$ cat config.mk
export PLATFORM = sky130hd
export DESIGN_NAME = cmvm_ctrl
export DESIGN_NICKNAME = d
export VERILOG_FILES = /design/src/rtl/core/cmvm_pkg.sv /design/src/rtl/core/cmvm_ctrl.sv
export SDC_FILE = /design/constraint.sdc
export NUM_CORES = 1
export LEC_CHECK = 0
export ABC_AREA = 1
export BUFFER_PORTS_ARGS = -buffer_cell sky130_fd_sc_hd__buf_2
export CAP_MARGIN = 30
export CORE_UTILIZATION = 61
export DETAILED_ROUTE_END_ITERATION = 7
export GPL_ROUTABILITY_DRIVEN = 0
export PLACE_DENSITY_LB_ADDON = 0.05
export SYNTH_ARGS = -nofsm -noshare
export SYNTH_HDL_FRONTEND = slang
export SYNTH_SLANG_ARGS = --single-unit
$ cat constraint.sdc
create_clock -name clock -period 4.7 [get_ports clock]
set_input_delay 0.235 -clock clock [delete_from_list [all_inputs] [get_ports clock]]
set_output_delay 0.235 -clock clock [all_outputs]
set_load 0.01 [all_outputs]
$ cat src/rtl/core/cmvm_pkg.sv
`timescale 1ns / 1ps

package cmvm_pkg;

   localparam int MAX_ROWS_DEF = 64;
   localparam int MAX_COLS_DEF = 64;

   localparam int VAL_W = 16;
   localparam int SUM_W = 40;
   localparam int POS_W = 12;
   localparam int ROW_W = 6;
   localparam int CFG_W = 7;

   localparam logic [CFG_W-1:0] CFG_RESET = 7'd64;

   localparam logic CSR_ROW_COUNT = 1'b0;
   localparam logic CSR_COL_COUNT = 1'b1;

   typedef struct packed {
      logic                    mode;
      logic [POS_W-1:0]        position;
      logic signed [VAL_W-1:0] value_real;
      logic signed [VAL_W-1:0] value_imag;
   } req_type;

   typedef struct packed {
      logic [ROW_W-1:0]        row_index;
      logic signed [SUM_W-1:0] sum_real;
      logic signed [SUM_W-1:0] sum_imag;
      logic                    last_row;
   } rsp_type;

   typedef struct packed {
      logic             write_matrix;
      logic             write_vector;
      logic             issue;
      logic             new_product;
      logic             new_row;
      logic             end_row;
      logic             final_row;
      logic [ROW_W-1:0] row;
   } cmd_type;

   typedef struct packed {
      logic final_result;
   } status_type;

   function automatic logic [CFG_W-1:0] clamp_count(input logic [CFG_W-1:0] v,
                                                    input int unsigned max);
      logic [CFG_W-1:0] r;
      r = v;
      if (v == '0) begin
         r = CFG_W'(1);
      end else if (32'(v) > max) begin
         r = CFG_W'(max);
      end
      return r;
   endfunction

endpackage

$ cat src/rtl/core/cmvm_ctrl.sv
`timescale 1ns / 1ps

module cmvm_ctrl #(
   parameter int MAX_ROWS = cmvm_pkg::MAX_ROWS_DEF,
   parameter int MAX_COLS = cmvm_pkg::MAX_COLS_DEF
) (
   input  logic                        clock,
   input  logic                        reset,
   input  logic                        start,
   output logic                        busy,
   input  logic                        req_mode,
   input  logic [cmvm_pkg::POS_W-1:0]  req_position,
   input  logic                        csr_valid,
   output logic                        csr_ready,
   input  logic                        csr_index,
   input  logic [cmvm_pkg::CFG_W-1:0]  csr_data,
   output cmvm_pkg::cmd_type           cmd,
   input  cmvm_pkg::status_type        status
);

   localparam int RW = $clog2(MAX_ROWS + 1);
   localparam int CW = $clog2(MAX_COLS + 1);

   typedef enum logic [1:0] {
      ST_IDLE,
      ST_RUN,
      ST_DRAIN
   } state_type;

   state_type                  state_ff;
   logic                       busy_ff;
   logic                       first_ff;
   logic [RW-1:0]              row_ff;
   logic [CW-1:0]              col_ff;
   logic [cmvm_pkg::CFG_W-1:0] rows_ff;
   logic [cmvm_pkg::CFG_W-1:0] cols_ff;

   logic accept;
   logic trigger;
   logic end_row;
   logic final_row;

   assign accept  = start & ~busy_ff;
   assign trigger = req_mode
                    & (32'(req_position) < 32'(MAX_COLS))
                    & (req_position == cmvm_pkg::POS_W'(cols_ff - 7'd1));
   assign end_row   = (col_ff == CW'(cols_ff - 7'd1));
   assign final_row = (row_ff == RW'(rows_ff - 7'd1));

   always_ff @(posedge clock) begin
      if (reset) begin
         state_ff <= ST_IDLE;
         busy_ff  <= 1'b0;
         first_ff <= 1'b0;
         row_ff   <= '0;
         col_ff   <= '0;
         rows_ff  <= cmvm_pkg::clamp_count(cmvm_pkg::CFG_RESET, MAX_ROWS);
         cols_ff  <= cmvm_pkg::clamp_count(cmvm_pkg::CFG_RESET, MAX_COLS);
      end else begin
         if (csr_valid && csr_ready) begin
            if (csr_index == cmvm_pkg::CSR_ROW_COUNT) begin
               rows_ff <= cmvm_pkg::clamp_count(csr_data, MAX_ROWS);
            end else begin
               cols_ff <= cmvm_pkg::clamp_count(csr_data, MAX_COLS);
            end
         end
         unique case (state_ff)
            ST_IDLE: begin
               if (accept && trigger) begin
                  state_ff <= ST_RUN;
                  busy_ff  <= 1'b1;
                  first_ff <= 1'b1;
                  row_ff   <= '0;
                  col_ff   <= '0;
               end
            end
            ST_RUN: begin
               first_ff <= 1'b0;
               if (end_row) begin
                  col_ff <= '0;
                  if (final_row) begin
                     state_ff <= ST_DRAIN;
                  end else begin
                     row_ff <= row_ff + RW'(1);
                  end
               end else begin
                  col_ff <= col_ff + CW'(1);
               end
            end
            ST_DRAIN: begin
               if (status.final_result) begin
                  state_ff <= ST_IDLE;
                  busy_ff  <= 1'b0;
               end
            end
            default: begin
               state_ff <= ST_IDLE;
               busy_ff  <= 1'b0;
            end
         endcase
      end
   end

   assign busy      = busy_ff;
   assign csr_ready = ~busy_ff;

   always_comb begin
      cmd.write_matrix = accept & ~req_mode;
      cmd.write_vector = accept & req_mode;
      cmd.issue        = (state_ff == ST_RUN);
      cmd.new_product  = first_ff;
      cmd.new_row      = (col_ff == '0);
      cmd.end_row      = end_row;
      cmd.final_row    = final_row;
      cmd.row          = cmvm_pkg::ROW_W'(row_ff);
   end

endmodule

# After elaboration in Yosys (flattened, before gate mapping)

Cells that the tools add are included.

Equal/unequal tests: 10
$add $sub $neg: 5
$lt $le $gt $ge: 2
Muxes and demuxes: 17
Reductions and logical operators: 12
Bitwise gates (word level): 9

Operators by type and width:

| cell                  | number |
|---|---|
| $mux W7               | 6 |
| $pmux W7 S2           | 2 |
| $add A7 B1 Y7 const B | 2 |
| $eq A7 B7 Y1          | 2 |
| $logic_not A7 Y1      | 2 |
| $sub A7 B1 Y7 const B | 2 |
| $eq A12 B12 Y1        | 1 |
| $lt A12 B7 Y1 const B | 1 |
| $mux W2               | 4 |
| $reduce_and A4 Y1     | 2 |
| $sub A7 B1 Y8 const B | 1 |
| $gt A7 B7 Y1 const B  | 1 |
| $ne A2 B2 Y1 const B  | 3 |
| $pmux W2 S3           | 1 |
| $reduce_and A2 Y1     | 3 |
| $and A1 B1 Y1         | 5 |
| $ne A2 B1 Y1 const B  | 2 |
| $not A1 Y1            | 4 |
| $pmux W1 S3           | 1 |
| $reduce_and A3 Y1     | 1 |
| $eq A2 B1 Y1 const B  | 1 |
| $eq A2 B2 Y1 const B  | 1 |
| $logic_and A1 B1 Y1   | 2 |
| $logic_not A2 Y1      | 1 |
| other kinds (3)       | 4 |

Register bits: 32
Logic and storage cells: 62

# Logic depth before layout (Yosys ltp)

Depth in word-level cells: 6
Depth in mapped cells: 17
Gate-level depth less buffers: 16

# Least setup slack after synthesis

Ideal clock, no wire load.

Path type: reg2reg
Start: reg cols_ff[0] in the netlist's numbering
End: reg row_ff[0]
Data arrival time: 1.734 ns
Setup time: 0.114 ns
Setup slack: 2.852 ns
Path buffers: 1
Cell stages (with the launch flop): 15
Cells stage by stage: dfxtp_1 inv_1 ha_1 buf_2 xnor2_1 nand2_1 nand2_1 nor2_1 nand2_1 nor2_2 nand2_4 nand2_8 nand3_4 a21oi_1 nor2_1

Longest elaborated chain between the ends: 6
Elaborated cells on any way between the ends: 9

RTL lines:

| element                              | line            | RTL |
|---|---|---|
| from (decl)                          | cmvm_ctrl.sv:36 | `logic [cmvm_pkg::CFG_W-1:0] cols_ff;` |
| from (signal assigned)               | cmvm_ctrl.sv:58 | `cols_ff <= cmvm_pkg::clamp_count(cmvm_pkg::CFG_RESET, MAX_COLS);` |
| from (signal assigned)               | cmvm_ctrl.sv:64 | `cols_ff <= cmvm_pkg::clamp_count(csr_data, MAX_COLS);` |
| $sub A7 B1 Y8                        | cmvm_ctrl.sv:46 | `& (req_position == cmvm_pkg::POS_W'(cols_ff - 7'd1));` |
| $eq A12 B12 Y1                       | cmvm_ctrl.sv:46 |  |
| $and A1 B1 Y1                        | cmvm_ctrl.sv:46 |  |
| $logic_and A1 B1 Y1                  | cmvm_ctrl.sv:69 | `if (accept && trigger) begin` |
| $ne A2 B2 Y1 (no source line)        | --              |  |
| $reduce_and A4 Y1 (no source line) * | --              |  |
| to (signal assigned)                 | cmvm_ctrl.sv:84 | `row_ff <= row_ff + RW'(1);` |
| to (decl)                            | cmvm_ctrl.sv:33 | `logic [RW-1:0] row_ff;` |

Every way passes the cells marked *; elsewhere a longest branch is shown, timed or not.
A chain may end at the register's enable or synchronous reset.

==> flow_summary.toml <==
[synth]
synth_area_um2 = 2340
yosysTopAreaCell = "dfxtp_1"
synthTopCellsByArea = "dfxtp_1 (27%), nand2_1 (15%), nand3_1 (9.4%)"
synth_fp_nets = 410
synth-main-ff-cell = "dfxtp_1"
yosys_warnings = 0
yosysUniqueCellTypes = 29
synth_seq_area_share_pct = 27.3
synth_edf_count = 0
yosysTopAreaCellShare_pct = 27.3
syn_avg_cell_area_um2 = 6.18
netlist_instances = 379
synth.ff_latch_count = 32
postSynth.asyncResetShare_pct = 0

[min_path]
hp-class = "in2reg"

[global_routing]
grt_pass1_wl_mm = 9.44
grt-ovfl-total = 0
grt_max_degree = 18
grt_usage_pct = 29.1
grt_pass1_vias = 2222
antenna_found_initial = 0

[clocking]
clock_latency_ps = 280
path_clk_slew_ps = 60
cts_hold_buf = 0
cts-root-buf = "clkbuf_8"
cts_buffers = 5
cts_resized = 0
cts_tree = "built"
clock_path_buffers = 2
cts_max_level = 2
cts.sinks = 32
post_cts_buffers = 0

[detailed_routing]
antenna_left = 0
drt-initial-drc-count = 180
dr_wl_met2_mm = 2.61
drc = 0
avgRoutedWirePerCell_um = 11.9
finalWirelength_mm = 5.45
top_layer = "met4"
wl_met3_um = 203
met1_length_mm = 2.55
vias_per_cell = 5.31
drtPass1Iterations = 4
via_count = 2423

[floorplan]
die_y_um = 64.0
coreArea_um2 = 3660
io_pins = 41
die_area_um2 = 4090
start_util_pct = 64.0
die_w_um = 64.0
rows = 22

[sta]
period_needed_ps = 2240
setup_viol = 0
timing.final.crit_share_pct = 47.7
slew_headroom_pct = 51.6
rsz0062_at_grt = "no"
fmax_ghz = 0.446
finalSetupTns_ps = 0
maxSlewViolCount = 0
worst_pin_slew_ps = 723
hold_viol = 0
finClkSkew_ps = 6.31

[place]
hpwl_mm = 4.10
portBuffers = 40

[critical_path]
slowest_delay_ps = 360
path_buf_inv = 3
path_cells = "inv_1 -> ha_1 -> nand2_2 -> nor2_2 -> nand2_1 -> nand2_1 -> nor2_1 -> nor2_2 -> nand2_4 -> inv_1 -> buf_2"
worst-setup-path-type = "reg2out"
cp_top_family = "simple AND/OR/NAND/NOR gates"
worstPathMaxFanout = 9
cp.arrival_ps = 2010
cp-start-kind = "flip-flop"
end_kind = "primary output"
slowest_stage = "ha_1"
worstPathRequired_ps = 4470

[pwr]
pwr_density_cell_nw_per_um2 = 269
ir_drop_v = 0.000201
finalPower_uw = 693
leakagePower_nw = 1.23

[outcome]
status = "complete, no violations"

[job]
maxCapViolCount = 0

[final_layout]
layout.nets = 439
antenna_cells = 0
area_growth_pct = 10.0
drive_above_1_share_pct = 15.9
fillers = 354
## cell families (layout without fill, tap and decap cells)
| kind of cell | Yosys count | count (layout) | share of synthesized area (%) |
|---|---|---|---|
| and+or+nand+nor | 221 | 221 | 44.0 |
| buffers and inverters | 64 | 93 | 11.9 |
| AOI/OAI and AO/OA | 46 | 46 | 9.93 |
| DFF | 32 | 32 | 27.3 |
| xor gates and xnor gates | 11 | 11 | 4.11 |
| adders and majority gates | 5 | 5 | 2.67 |
## per-stage QoR
stage	area, µm²	util (%)	instances	setup WS [ps]	hold WS (ps)
6_report	2580	70.4	456	2460	249
5_1_grt	2580	70.4	456	2190	266
4_1_cts	2570	70.2	455	2440	240
3_5_place_dp	2490	68.1	448	2460	485
3_3_place_gp	2490	68.1	448	2550	475
2_1_floorplan	2340	-	379	2850	365
## power by group
group          switching [mW]  internal (mW)
logic                   0.123         0.0709
registers              0.0165          0.285
clock network          0.0971          0.101
total                   0.237          0.457
## metal layers
layer | global-route usage (%) | vias to the layer above
li1 | - | 1282
met1 | 35.5 | 1069
met2 | 51.9 | 60
met3 | 5.18 | 12
met4 | 8.24 | 0
met5 | 0 | -
## state kept, by name (all words and copies together) (netlist names)
name and count:
busy 1, col_ff 7, cols_ff 7, first_ff 1, row_ff 7, rows_ff 7
state_ff 2
## synthesized netlist by cell type (4+ instances only)
cell,n
a21oi_1,27
buf_4,9
clkbuf_1,6
dfxtp_1,32
ha_1,5
inv_1,43
nand2_1,92
nand3_1,44
nand3b_1,4
nand4_1,15
nor2_1,43
nor2_2,6
o21ai_0,18
xnor2_1,5
xor2_1,6
## path summary, 6_finish.rpt
kind                    start         end  slack (ps)  cells past startpoint
setup / recovery   cols_ff[0]      cmd[7]        2460                     11
hold / removal    csr_data[5]  cols_ff[5]         250                      3
setup reg to reg   cols_ff[0]    first_ff        2500                     11
hold reg to reg     row_ff[4]   row_ff[4]         510                      2
## cell type report
class,instances,area [µm²],area share [%]
Multi-Input combinational cell,283,1420,55.2
Sequential cell,32,641,24.8
Timing Repair Buffer,41,208,8.05
Inverter,45,169,6.55
Clock buffer,6,72.6,2.81
Tap cell,48,60.1,2.33
Clock inverter,1,5.00,0.194
## layout by cell type (no fill, tap or decap)
| cell | n |
|---|---|
| o211ai_1 | 1 |
| nand2_4 | 2 |
| or2_2 | 3 |
| dfxtp_1 | 32 |
| nor2_4 | 1 |
| nand2_1 | 92 |
| ha_1 | 5 |
| nand3b_1 | 4 |
| xnor2_1 | 5 |
| clkinv_1 | 1 |
| nor2_2 | 6 |
| inv_2 | 1 |
| nand3_4 | 1 |
| nand4_1 | 15 |
| clkbuf_1 | 1 |
| a21oi_1 | 27 |
| nor4_1 | 2 |
| buf_2 | 40 |
| buf_4 | 1 |
| o21ai_0 | 18 |
| nand3_1 | 44 |
| nor3b_1 | 1 |
| inv_1 | 43 |
| nand2_2 | 3 |
| nand2_8 | 1 |
| clkbuf_8 | 5 |
| clkinv_2 | 1 |
| nor2_1 | 43 |
| xor2_1 | 6 |
| nor3_1 | 3 |
## worst min-delay path, cell delays in order
cell	delay [ps]
buf_2	100
nand2_1	80
a21oi_1	60
Power figures use the tool's default switching activity.
